[config.mk]
export PLATFORM = sky130hd
export DESIGN_NAME = textured_wall_column_span_unit
export DESIGN_NICKNAME = d
export VERILOG_FILES = /design/src/sv/twcs_pkg.sv /design/src/sv/textured_wall_column_span_unit.sv
export SDC_FILE = /design/constraint.sdc
export NUM_CORES = 2
export LEC_CHECK = 0
export BUFFER_PORTS_ARGS = -buffer_cell sky130_fd_sc_hd__buf_2
export CAP_MARGIN = 20
export CORE_MARGIN = 2
export CORE_UTILIZATION = 56
export CTS_BUF_LIST = sky130_fd_sc_hd__clkbuf_16
export DETAILED_ROUTE_END_ITERATION = 7
export GPL_TIMING_DRIVEN = 0
export PLACE_DENSITY = 0.8
export SLEW_MARGIN = 20
export SYNTH_ARGS = -nofsm -noshare
export SYNTH_HDL_FRONTEND = slang
export SYNTH_SLANG_ARGS = --single-unit
[constraint.sdc]
create_clock -name i_clk -period 6.4 [get_ports i_clk]
set_clock_uncertainty 0.15 [all_clocks]
set_input_delay 0.32 -clock i_clk [delete_from_list [all_inputs] [get_ports i_clk]]
set_output_delay 0.32 -clock i_clk [all_outputs]
set_load 0.05 [all_outputs]
[src/sv/twcs_pkg.sv]
// types and constants of the textured wall column span unit
`default_nettype none

package twcs_pkg;

    // default geometry
    localparam int unsigned SCREEN_H_DEF  = 1024;
    localparam int unsigned FRAC_BITS_DEF = 16;

    localparam int unsigned BYTES_PER_PIXEL = 4;

    // field widths
    localparam int unsigned COLUMN_W = 10;
    localparam int unsigned SIDE_W   = 2;
    localparam int unsigned POS_W    = 24;
    localparam int unsigned DIR_W    = 18;
    localparam int unsigned ROW_W    = 11;
    localparam int unsigned LEN_W    = 16;
    localparam int unsigned FACE_W   = 2;
    localparam int unsigned OFS_W    = 24;
    localparam int unsigned TPOS_W   = 32;

    // configuration port
    localparam int unsigned CFG_IDX_W  = 2;
    localparam int unsigned CFG_DATA_W = 15;
    localparam int unsigned TW_W       = 11;
    localparam int unsigned HL2_W      = 4;
    localparam int unsigned PITCH_W    = 15;

    localparam logic [TW_W-1:0]    TEX_WIDTH_RST  = 11'd64;
    localparam logic [HL2_W-1:0]   TEX_HL2_RST    = 4'd6;
    localparam logic [PITCH_W-1:0] TEX_PITCH_RST  = 15'd256;
    localparam logic [PITCH_W-1:0] FRAME_PITCH_RST = 15'd4096;
    localparam logic [TW_W-1:0]    TEX_WIDTH_MAX  = 11'd1024;
    localparam logic [HL2_W-1:0]   TEX_HL2_MAX    = 4'd10;

    typedef enum logic [CFG_IDX_W-1:0] {
        CFG_TEXTURE_WIDTH = 2'd0,
        CFG_TEXTURE_HL2   = 2'd1,
        CFG_TEXTURE_PITCH = 2'd2,
        CFG_FRAME_PITCH   = 2'd3
    } t_cfg_reg;

    localparam logic CMD_START = 1'b0;
    localparam logic CMD_TICK  = 1'b1;

    localparam logic [SIDE_W-1:0] HIT_VERT = 2'd0;
    localparam logic [SIDE_W-1:0] HIT_HORZ = 2'd1;

    localparam logic [FACE_W-1:0] FACE_NORTH = 2'd0;
    localparam logic [FACE_W-1:0] FACE_SOUTH = 2'd1;
    localparam logic [FACE_W-1:0] FACE_EAST  = 2'd2;
    localparam logic [FACE_W-1:0] FACE_WEST  = 2'd3;

    typedef enum logic [2:0] {
        S_IDLE,
        S_FRAC,
        S_COL,
        S_DIV,
        S_POS
    } t_state;

endpackage

`default_nettype wire

[src/sv/textured_wall_column_span_unit.sv]
// textured wall column span unit: texture column, step and per-row offsets
//
//  channel   dir  handshake                  payload
//  in        in   i_in_valid / o_in_ready    i_command .. i_span_length
//  out       out  o_out_valid / i_out_ready  o_face o_texel_offset o_pixel_offset o_last
//  cfg       in   i_cfg_valid / o_cfg_ready  i_cfg_index i_cfg_data
//
// a start with a hit takes the transfer, then runs in the shared adder the hit
// fraction (S_FRAC), the texture column (S_COL), the step divide (S_DIV) and the
// start position (S_POS), in that order; a start with no hit or an empty span
// stays in S_IDLE
// a pixel tick on an active span loads the output register; the next transfer
// is taken as soon as that register is empty or drains in the same cycle
// reset restores the register defaults and drops any span; cfg is always ready
`default_nettype none

module textured_wall_column_span_unit
    import twcs_pkg::*;
#(
    parameter int unsigned SCREEN_H  = SCREEN_H_DEF,
    parameter int unsigned FRAC_BITS = FRAC_BITS_DEF
) (
    input  wire logic                         i_clk,
    input  wire logic                         i_rst_n,
    input  wire logic                         i_in_valid,
    output logic                              o_in_ready,
    input  wire logic                         i_command,
    input  wire logic [COLUMN_W-1:0]          i_column,
    input  wire logic [SIDE_W-1:0]            i_hit_side,
    input  wire logic [POS_W-1:0]             i_pos_x,
    input  wire logic [POS_W-1:0]             i_pos_y,
    input  wire logic signed [DIR_W-1:0]      i_dir_x,
    input  wire logic signed [DIR_W-1:0]      i_dir_y,
    input  wire logic [POS_W-1:0]             i_wall_distance,
    input  wire logic [ROW_W-1:0]             i_span_start,
    input  wire logic [ROW_W-1:0]             i_span_end,
    input  wire logic [LEN_W-1:0]             i_span_length,
    output logic                              o_out_valid,
    input  wire logic                         i_out_ready,
    output logic [FACE_W-1:0]                 o_face,
    output logic [OFS_W-1:0]                  o_texel_offset,
    output logic [OFS_W-1:0]                  o_pixel_offset,
    output logic                              o_last,
    input  wire logic                         i_cfg_valid,
    output logic                              o_cfg_ready,
    input  wire logic [CFG_IDX_W-1:0]         i_cfg_index,
    input  wire logic [CFG_DATA_W-1:0]        i_cfg_data
);

    localparam int unsigned AW    = (2*FRAC_BITS + 11 > 32) ? 2*FRAC_BITS + 11 : 32;
    localparam int unsigned QW    = FRAC_BITS + 11;
    localparam int unsigned CNT_W = $clog2(QW);
    localparam logic [DIR_W-1:0] HALF_H = DIR_W'(SCREEN_H / 2);

    // control
    t_state                r_state, n_state;
    logic                  r_active, n_active;
    logic                  r_out_valid, n_out_valid;
    logic [TW_W-1:0]       r_tex_width;
    logic [HL2_W-1:0]      r_tex_hl2;
    logic [PITCH_W-1:0]    r_tex_pitch;
    logic [PITCH_W-1:0]    r_frame_pitch;

    // shared unit and span state
    logic [AW-1:0]         r_acc, n_acc;
    logic [AW-1:0]         r_mcand, n_mcand;
    logic [DIR_W-1:0]      r_mplier, n_mplier;
    logic [CNT_W-1:0]      r_cnt, n_cnt;
    logic [LEN_W-1:0]      r_rem, n_rem;
    logic [LEN_W-1:0]      r_len, n_len;
    logic [DIR_W-1:0]      r_off, n_off;
    logic                  r_mirror, n_mirror;
    logic [FACE_W-1:0]     r_face, n_face;
    logic [COLUMN_W-1:0]   r_column, n_column;
    logic [ROW_W-1:0]      r_row, n_row;
    logic [ROW_W-1:0]      r_end, n_end;
    logic [TPOS_W-1:0]     r_tex_pos, n_tex_pos;
    logic [TPOS_W-1:0]     r_tex_step, n_tex_step;
    logic [COLUMN_W-1:0]   r_tex_column, n_tex_column;

    // output register
    logic [FACE_W-1:0]     r_out_face, n_out_face;
    logic [OFS_W-1:0]      r_out_texel, n_out_texel;
    logic [OFS_W-1:0]      r_out_pixel, n_out_pixel;
    logic                  r_out_last, n_out_last;

    logic                  w_in_fire;
    logic [TW_W-1:0]       w_width_eff;
    logic [HL2_W-1:0]      w_hl2_eff;
    logic [LEN_W-1:0]      w_len_eff;
    logic [AW-1:0]         w_add_a, w_add_b, w_sum, w_step_val;
    logic                  w_add_sub;
    logic                  w_nbit;
    logic [LEN_W:0]        w_trial;
    logic                  w_geq;
    logic [TW_W-1:0]       w_col, w_col_mir;
    logic [COLUMN_W-1:0]   w_row_mask;
    logic [COLUMN_W-1:0]   w_tex_row;
    logic [TPOS_W+COLUMN_W-1:0] w_pos_ext;
    logic [ROW_W:0]        w_row_inc;
    logic                  w_is_last;
    logic [OFS_W:0]        w_texel_prod;
    logic [OFS_W+1:0]      w_pixel_prod;
    logic                  w_dx_pos, w_dy_pos;

    assign o_cfg_ready = 1'b1;
    assign o_in_ready  = (r_state == S_IDLE) && (!r_out_valid || i_out_ready);
    assign w_in_fire   = i_in_valid && o_in_ready;

    assign o_out_valid    = r_out_valid;
    assign o_face         = r_out_face;
    assign o_texel_offset = r_out_texel;
    assign o_pixel_offset = r_out_pixel;
    assign o_last         = r_out_last;

    assign w_width_eff = (r_tex_width == '0) ? TW_W'(1) :
                         (r_tex_width > TEX_WIDTH_MAX) ? TEX_WIDTH_MAX : r_tex_width;
    assign w_hl2_eff   = (r_tex_hl2 > TEX_HL2_MAX) ? TEX_HL2_MAX : r_tex_hl2;
    assign w_len_eff   = (i_span_length == '0) ? LEN_W'(1) : i_span_length;

    assign w_dx_pos = !i_dir_x[DIR_W-1] && (i_dir_x != '0);
    assign w_dy_pos = !i_dir_y[DIR_W-1] && (i_dir_y != '0);

    // restoring divide of a power of two: one numerator bit enters per step
    assign w_nbit  = (r_cnt == (CNT_W'(w_hl2_eff) + CNT_W'(FRAC_BITS)));
    assign w_trial = {r_rem, w_nbit};

    // the shared adder
    always_comb begin
        w_add_a   = r_acc;
        w_add_b   = r_mcand;
        w_add_sub = 1'b0;
        unique case (r_state) inside
            S_IDLE: begin
                w_add_a = AW'(r_tex_pos);
                w_add_b = AW'(r_tex_step);
            end
            S_FRAC, S_POS: begin
                // top bit of the signed multiplier weighs negative
                w_add_sub = (r_cnt == '0);
            end
            S_COL: begin
                w_add_sub = 1'b0;
            end
            S_DIV: begin
                w_add_a   = AW'(w_trial);
                w_add_b   = AW'(r_len);
                w_add_sub = 1'b1;
            end
        endcase
    end

    assign w_sum      = w_add_a + (w_add_sub ? ~w_add_b : w_add_b) + AW'(w_add_sub);
    assign w_step_val = r_mplier[0] ? w_sum : r_acc;
    assign w_geq      = !w_sum[AW-1];

    assign w_col     = w_step_val[2*FRAC_BITS +: TW_W];
    assign w_col_mir = w_width_eff - w_col - TW_W'(1);

    // tick datapath
    assign w_pos_ext    = {COLUMN_W'(0), r_tex_pos};
    assign w_row_mask   = ~(COLUMN_W'({COLUMN_W{1'b1}}) << w_hl2_eff);
    assign w_tex_row    = w_pos_ext[FRAC_BITS +: COLUMN_W] & w_row_mask;
    assign w_texel_prod = (OFS_W+1)'(w_tex_row) * (OFS_W+1)'(r_tex_pitch);
    assign w_pixel_prod = (OFS_W+2)'(r_row) * (OFS_W+2)'(r_frame_pitch);
    assign w_row_inc    = {1'b0, r_row} + (ROW_W+1)'(1);
    assign w_is_last    = w_row_inc >= {1'b0, r_end};

    always_comb begin
        n_state      = r_state;
        n_active     = r_active;
        n_out_valid  = r_out_valid;
        n_acc        = r_acc;
        n_mcand      = r_mcand;
        n_mplier     = r_mplier;
        n_cnt        = r_cnt;
        n_rem        = r_rem;
        n_len        = r_len;
        n_off        = r_off;
        n_mirror     = r_mirror;
        n_face       = r_face;
        n_column     = r_column;
        n_row        = r_row;
        n_end        = r_end;
        n_tex_pos    = r_tex_pos;
        n_tex_step   = r_tex_step;
        n_tex_column = r_tex_column;
        n_out_face   = r_out_face;
        n_out_texel  = r_out_texel;
        n_out_pixel  = r_out_pixel;
        n_out_last   = r_out_last;

        if (r_out_valid && i_out_ready) begin
            n_out_valid = 1'b0;
        end

        unique case (r_state)
            S_IDLE: begin
                if (w_in_fire) begin
                    if (i_command == CMD_START) begin
                        n_active = 1'b0;
                        if (((i_hit_side == HIT_VERT) || (i_hit_side == HIT_HORZ)) &&
                            (i_span_start < i_span_end)) begin
                            if (i_hit_side == HIT_VERT) begin
                                n_face   = w_dx_pos ? FACE_WEST : FACE_EAST;
                                n_mirror = w_dx_pos;
                                n_acc    = AW'(i_pos_y[FRAC_BITS-1:0]) << FRAC_BITS;
                                n_mplier = i_dir_y;
                            end else begin
                                n_face   = w_dy_pos ? FACE_NORTH : FACE_SOUTH;
                                n_mirror = i_dir_y[DIR_W-1];
                                n_acc    = AW'(i_pos_x[FRAC_BITS-1:0]) << FRAC_BITS;
                                n_mplier = i_dir_x;
                            end
                            n_mcand  = AW'(i_wall_distance);
                            n_cnt    = CNT_W'(DIR_W - 1);
                            n_len    = w_len_eff;
                            n_off    = DIR_W'(i_span_start) + DIR_W'(w_len_eff[LEN_W-1:1])
                                       - HALF_H;
                            n_column = i_column;
                            n_row    = i_span_start;
                            n_end    = i_span_end;
                            n_state  = S_FRAC;
                        end
                    end else if (r_active) begin
                        n_out_valid = 1'b1;
                        n_out_face  = r_face;
                        n_out_texel = w_texel_prod[OFS_W-1:0] +
                                      OFS_W'(r_tex_column) * OFS_W'(BYTES_PER_PIXEL);
                        n_out_pixel = w_pixel_prod[OFS_W-1:0] +
                                      OFS_W'(r_column) * OFS_W'(BYTES_PER_PIXEL);
                        n_out_last  = w_is_last;
                        n_tex_pos   = w_sum[TPOS_W-1:0];
                        n_row       = w_row_inc[ROW_W-1:0];
                        if (w_is_last) begin
                            n_active = 1'b0;
                        end
                    end
                end
            end
            S_FRAC: begin
                n_acc    = w_step_val;
                n_mcand  = r_mcand << 1;
                n_mplier = r_mplier >> 1;
                n_cnt    = r_cnt - CNT_W'(1);
                if (r_cnt == '0) begin
                    // hit fraction becomes the multiplicand for the width
                    n_acc    = '0;
                    n_mcand  = AW'(w_step_val[2*FRAC_BITS-1:0]);
                    n_mplier = DIR_W'(w_width_eff);
                    n_cnt    = CNT_W'(TW_W - 1);
                    n_state  = S_COL;
                end
            end
            S_COL: begin
                n_acc    = w_step_val;
                n_mcand  = r_mcand << 1;
                n_mplier = r_mplier >> 1;
                n_cnt    = r_cnt - CNT_W'(1);
                if (r_cnt == '0) begin
                    n_tex_column = r_mirror ? w_col_mir[COLUMN_W-1:0] : w_col[COLUMN_W-1:0];
                    n_acc        = '0;
                    n_rem        = '0;
                    n_cnt        = CNT_W'(QW - 1);
                    n_state      = S_DIV;
                end
            end
            S_DIV: begin
                n_acc = {r_acc[AW-2:0], w_geq};
                n_rem = w_geq ? w_sum[LEN_W-1:0] : w_trial[LEN_W-1:0];
                n_cnt = r_cnt - CNT_W'(1);
                if (r_cnt == '0) begin
                    n_tex_step = {r_acc[TPOS_W-2:0], w_geq};
                    n_acc      = '0;
                    n_mcand    = AW'({r_acc[TPOS_W-2:0], w_geq});
                    n_mplier   = r_off;
                    n_cnt      = CNT_W'(DIR_W - 1);
                    n_state    = S_POS;
                end
            end
            S_POS: begin
                n_acc    = w_step_val;
                n_mcand  = r_mcand << 1;
                n_mplier = r_mplier >> 1;
                n_cnt    = r_cnt - CNT_W'(1);
                if (r_cnt == '0) begin
                    n_tex_pos = w_step_val[TPOS_W-1:0];
                    n_active  = 1'b1;
                    n_state   = S_IDLE;
                end
            end
        endcase
    end

    always_ff @(posedge i_clk) begin
        if (!i_rst_n) begin
            r_state <= S_IDLE;
        end else begin
            r_state <= n_state;
        end
    end

    always_ff @(posedge i_clk) begin
        if (!i_rst_n) begin
            r_active      <= 1'b0;
            r_out_valid   <= 1'b0;
            r_tex_width   <= TEX_WIDTH_RST;
            r_tex_hl2     <= TEX_HL2_RST;
            r_tex_pitch   <= TEX_PITCH_RST;
            r_frame_pitch <= FRAME_PITCH_RST;
        end else begin
            r_active    <= n_active;
            r_out_valid <= n_out_valid;
            if (i_cfg_valid && o_cfg_ready) begin
                unique case (t_cfg_reg'(i_cfg_index))
                    CFG_TEXTURE_WIDTH: r_tex_width   <= i_cfg_data[TW_W-1:0];
                    CFG_TEXTURE_HL2:   r_tex_hl2     <= i_cfg_data[HL2_W-1:0];
                    CFG_TEXTURE_PITCH: r_tex_pitch   <= i_cfg_data[PITCH_W-1:0];
                    CFG_FRAME_PITCH:   r_frame_pitch <= i_cfg_data[PITCH_W-1:0];
                endcase
            end
        end
    end

    always_ff @(posedge i_clk) begin
        r_acc        <= n_acc;
        r_mcand      <= n_mcand;
        r_mplier     <= n_mplier;
        r_cnt        <= n_cnt;
        r_rem        <= n_rem;
        r_len        <= n_len;
        r_off        <= n_off;
        r_mirror     <= n_mirror;
        r_face       <= n_face;
        r_column     <= n_column;
        r_row        <= n_row;
        r_end        <= n_end;
        r_tex_pos    <= n_tex_pos;
        r_tex_step   <= n_tex_step;
        r_tex_column <= n_tex_column;
        r_out_face   <= n_out_face;
        r_out_texel  <= n_out_texel;
        r_out_pixel  <= n_out_pixel;
        r_out_last   <= n_out_last;
    end

endmodule

`default_nettype wire

Word-level counts from Yosys, hierarchy flattened
Index checks and enable logic that the tools add are counted.

storage, ports and cells
  input bits = 181
  output and inout port bits = 54
  word-level logic and storage cells = 180
  flip-flop bits (word level) = 369

cells by class
  shift operators = 1
  equal/unequal tests = 19
  bitwise operators = 4
  $add $sub $neg = 11
  reductions and logical operators = 41
  muxes and demuxes = 71
  magnitude comparators = 4
  multiply operators = 2

operator list
  operator                                              count
  two-way mux 43 bit                                    12
  one-hot mux 43 bit (4 select lines)                   2
  one-hot mux 43 bit (2 select lines)                   2
  two-way mux 32 bit                                    5
  two-way mux 18 bit                                    5
  one-hot mux 18 bit (4 select lines)                   1
  one-hot mux 32 bit (2 select lines)                   1
  two-way mux 11 bit                                    5
  adder 24 x 12 -> 24 bit                               2
  two-way mux 16 bit                                    3
  adder 43 x 1 -> 43 bit                                1
  adder 43 bit                                          1
  inverter 43 bit                                       1
  nonzero test 18 bit                                   2
  one-hot mux 16 bit (2 select lines)                   1
  two-way mux 5 bit                                     6
  one-hot mux 5 bit (5 select lines)                    1
  multiplier 10 x 15 -> 24 bit                          1
  multiplier 11 x 15 -> 24 bit                          1
  two-way mux 3 bit                                     7
  two-way mux 17 bit                                    1
  subtractor 16 x 10 -> 17 bit (second input constant)  1
  adder 11 x 15 -> 16 bit                               1
  logical NOT 16 bit                                    1
  41 further kinds                                      89

Longest topological paths before layout
  depth in word-level cells = 11
  mapped depth = 32

Least setup slack after synthesis
No wires, ideal clock.

  path type = reg2reg
  start = reg r_cnt[0]
  end = reg r_tex_column[9] (data pin)
  period minus slack after synthesis = 6.649 ns
  required time = 5.988 ns
  stages on the path, launching flop included = 32
  path buffers = 2
  library setup time = 0.262 ns
  arrival = 6.236 ns
  path slack = -0.249 ns
  path through = edfxtp_1 > inv_1 > ha_1 > nor4b_2 > nor2_1 > a211oi_1 > buf_2 > buf_1 > xnor2_1 > ha_1 > a21o_1 > a21oi_1 > o21bai_1 > or4_1 > inv_2 > a211oi_1 > o21a_1 > a21oi_1 > mux2_2 > nor2_1 > ha_1 > a21o_1 > a21oi_1 > nor2b_1 > o21a_1 > o21ai_0 > nand2b_1 > a21oi_1 > o21ai_0 > xor2_1 > nand2_1 > xor2_1

on the way
  longest elaborated chain between the ends = 9
  elaborated cells on any way between the ends = 11
  classes of those cells = add/sub: 4; eq/ne: 1; mux: 5; reduce/logical: 1

RTL lines
  element                             line                                   source
  from (decl)                         textured_wall_column_span_unit.sv:68   logic [CNT_W-1:0] r_cnt, n_cnt;
  from (signal assigned)              textured_wall_column_span_unit.sv:329  r_cnt <= n_cnt;
  logical NOT 5 bit                   textured_wall_column_span_unit.sv:140  w_add_sub = (r_cnt == '0);
  one-hot mux 1 bit (2 select lines)  textured_wall_column_span_unit.sv:133  unique case (r_state) inside
  two-way mux 43 bit                  textured_wall_column_span_unit.sv:153  assign w_sum = w_add_a + (w_add_sub ? ~w_add_b : w_add_b) + AW'(w_add_sub);
  adder 43 bit                        textured_wall_column_span_unit.sv:153
  adder 43 x 1 -> 43 bit (*)          textured_wall_column_span_unit.sv:153
  two-way mux 43 bit (*)              textured_wall_column_span_unit.sv:154  assign w_step_val = r_mplier[0] ? w_sum : r_acc;
  subtractor 10 bit                   textured_wall_column_span_unit.sv:158  assign w_col_mir = w_width_eff - w_col - TW_W'(1);
  subtractor 10 x 1 -> 10 bit         textured_wall_column_span_unit.sv:158
  two-way mux 10 bit (*)              textured_wall_column_span_unit.sv:261  n_tex_column = r_mirror ? w_col_mir[COLUMN_W-1:0] : w_col[COLUMN_W-1:0];
  to (signal assigned)                textured_wall_column_span_unit.sv:340  r_tex_column <= n_tex_column;
  to (decl)                           textured_wall_column_span_unit.sv:79   logic [COLUMN_W-1:0] r_tex_column, n_tex_column;

Every way passes the cells marked *; elsewhere a longest branch is shown, timed or not.
A chain may end at the register's enable or synchronous reset.

Final worst setup path
Same ends and word-level chain as after synthesis.

==> impl_metrics.ini <==
[setup_path]
setup.worst_path.end = r_tex_column[9]
path_class = flip-flop to flip-flop
worstPathRequired_ps = 6590
crit_path_start = r_cnt[0]
setup.reg_to_reg.worst_slack_ps = -40
startpoint_types = flip-flop
reg2reg_depth = 31
crit_slowest_cell = or4b_4
timing.critical_path.fanout_max = 8
worst_path_largest_cell_delay_ps = 550
data_arrival_time_of_the_critical_path_ps = 6620
timing.critical_path.mode_cell = o21ai_2
worstReg2RegStart = r_cnt[0]
timing.rr.end = r_tex_column[9]
setup.worst_path.end_class = flip-flop

[global_routing]
grt_first_pass_wirelength_mm = 154.7
grt_util_all_layers = 0.3512
number_of_global_route_vias_before_repair = 27491
grt_antenna_before_repair = 1
grt_max_degree = 58
grt_overflow = 0

[timing]
rsz_0062_raised_after_global_routing = yes
fmax_ghz = 0.1554
finalSetupViolCount = 1
post-route-period-util = 1.006
tightest_slew_ps = 1195
slew_headroom = 0.2033
hold_violations = 0
timing.final.crit_period_ps = 6435
fin_setup_tns_ps = -35.49
final.setup.worst_slack_ps = -35.49
slew_viol_final = 0

[power]
comb_power_share = 0.231
peak_ir_drop_on_the_vdd_network_mv = 0.2101
net-switching-power_w = 0.002051
intPower_w = 0.004619
power.leakage_nw = 16.08
power.density_mw_per_mm2 = 178.9
power_switching_share = 0.3076
power.clock.fraction = 0.353
sequentialPowerShare = 0.416

[clock_tree]
cts_made_buffers = 42
h-tree-depth = 2
worst_skew_pair.late_latency_ps = 600
path_clk_slew_ps = 60
tritoncts_clock_tree = done
clk_path_buf_depth = 3
cts.root.buffer_cell = clkbuf_16
cts_num_sinks = 368

[route]
vias = 27855
detail_route.iter0.violations = 3303
drtPass1Iterations = 6
route.detailed.drc = 0
routedWlPerCell_um = 22.96
final_antenna_net_count = 0
route.detailed.vias_per_inst = 6.220
routed_wire_length_mm = 102.8

[yosys]
synth.area.top_cells = edfxtp_1 (30%), fa_1 (15%), ha_1 (8.6%)
synthesis.area_mm2 = 0.03143
share_of_yosys_cell_area_claimed_by_the_top_area_cell_type = 0.3038
fraction_of_the_mapped_netlist_area_in_adder_cells = 0.2395
synth_top_cells_by_count = nand2_1 (479), inv_1 (355), edfxtp_1 (318)
seq_area_frac_synth = 0.3357
synth_edf_count = 318
most_repeated_cell_in_the_gate_level_netlist_after_synthesis = nand2_1
synth_xor_xnor_area_share = 0.04292
asyncSetResetFlopFracSynth = 0
yosys-mux-area-fraction = 0.02703
synth_simple_gate_area_frac = 0.1412
synthesis.nets = 3919
synth_top_family_by_area = adder cells
synth-main-ff-cell = edfxtp_1
cell_type_contributing_the_most_total_cell_area_after_synthesis = edfxtp_1
post_synth_inst_count = 3281
synth.ff_latch_count = 368
synth_area_in_compound_gates = 0.1454
yosys.cell_types.count = 85
postSynthAreaPerCell_um2 = 9.579
ys.warnings.count = 0

[floorplanning]
die_area_mm2 = 0.05803
die_x_um = 240.9
fp.dieH_um = 240.9
start_util = 0.5682
core_area_mm2 = 0.05531
core.rowCount = 86
io_pins = 235

[placement]
post-dp-hpwl_mm = 72.35
place_inst = 4251
place.gp.congestion = 0.9648
port_buffers = 215
pre_cts_slack_ps = -2175

[outcome]
violated_checks = setup timing
status = complete, but fails checks

[layout]
drive_gt1_frac = 0.1478
area_delta_synth_final_pct = 18.61
final_core_utilization = 0.6740
non_filler_instance_count_after_layout = 4478
final_net_count = 4333

[min_path]
holdCritPathClass = input port to flip-flop

[job]
maxCapViolations = 0
cell usage in the layout (no fill, tap or decap), drive strengths merged, types with 30 or more instances in the layout:
master,count
nand2,479
inv,375
buf,323
edfxtp,318
fa,241
a21oi,221
ha,216
clkbuf,194
and2,157
nor2,134
o21ai,131
xnor2,117
dlygate4sd3,102
mux2i,68
dfxtp,50
a21o,49
a22o,37
a22oi,35
nor3,34
xor2,34
o21a,34
nand3,31
a221oi,31
nor2b,30
how the worst min path moves through the flow:
stage                         start               to  depth (start not counted)
detailed placement        r_face[1]        o_face[1]                          0
global placement          r_face[1]        o_face[1]                          0
floorplan                 r_face[0]        o_face[0]                          0
finish               i_cfg_index[1]  r_tex_pitch[12]                          5
global route        i_span_start[7]         r_row[7]                          2
CTS                 i_span_start[7]         r_row[7]                          2
flip-flops by register name (all words and copies together), names as in the netlist, 2 cells and up:
signal / cells
r_cnt: 5
r_mplier: 18
o_texel_offset: 24
r_tex_pos: 32
r_tex_step: 32
r_face: 2
r_tex_column: 10
r_row: 11
r_state: 3
r_off: 17
r_mcand: 43
r_rem: 16
r_frame_pitch: 15
r_tex_width: 11
r_column: 10
r_end: 11
r_len: 16
r_tex_pitch: 15
o_face: 2
r_tex_hl2: 4
o_pixel_offset: 24
r_acc: 43
power groups by stage:
| stage | registers, W | logic [W] | clock network [W] |
|---|---|---|---|
| 4_1_cts | 0.00277 | 0.00141 | 0.00233 |
| 3_3_place_gp | 0.00283 | 0.00127 | 0 |
| 3_5_place_dp | 0.00282 | 0.00133 | 0 |
| 2_1_floorplan | 0.00280 | 0.000932 | 0 |
| 5_1_grt | 0.00278 | 0.00168 | 0.00243 |
| 6_report | 0.00278 | 0.00154 | 0.00235 |
repair_timing:
action | in CTS | in global routing
resized for setup | 127 | 136
hold buffers | 102 | 0
setup buffers | 19 | 45
endpoints found under the setup margin | 48 | 13
hold endpoints to repair | 125 | 0
pin swaps | 15 | 57
gates cloned | 0 | 3
stage by stage:
step	hold WS [ps]	cell area (µm²)	power, W
after floorplan	250.3	31430	0.003734
after global placement	268.8	33440	0.004099
after detailed placement	267.3	33660	0.004145
after CTS	0.2021	36390	0.006520
after global routing	19.90	37270	0.006887
final	28.86	37280	0.006670
logic make-up after synthesis:
kind of cell / Yosys count
DFF: 368
and+or+nand+nor: 959
other: 1
adders and majority gates: 457
xor gates and xnor gates: 151
muxes: 83
AOI/OAI and AO/OA: 698
buffers and inverters: 564
routing by layer:
layer / vias up / global-route usage / wire length (µm)
li1: 12051 / - / -
met1: 13355 / 0.4519 / 37380
met3: 479 / 0.05936 / 11830
met4: 0 / 0.1841 / 6606
met5: - / 0 / 0
met2: 1970 / 0.5717 / 47000
layout make-up:
cell class | count | area, µm²
multi-input cells | 2349 | 19380
fillers | 4200 | 18030
well taps | 748 | 935.9
inverters | 359 | 1353
clock buffers | 44 | 1101
diodes | 2 | 5.005
plain buffers | 185 | 943.4
repair buffers | 390 | 2794
clock inverters | 33 | 201.4
flip-flops and latches | 368 | 10560
critical path, delay by kind of cell (launching register included):
kind | cells | cell delay [ps]
xor+xnor | 4 | 600
fa+ha+maj | 3 | 790
compound gates | 12 | 2160
flops | 1 | 430
buf+inv | 4 | 620
simple gates | 7 | 1270
mux | 1 | 140
(Power assumes the default switching activity.)
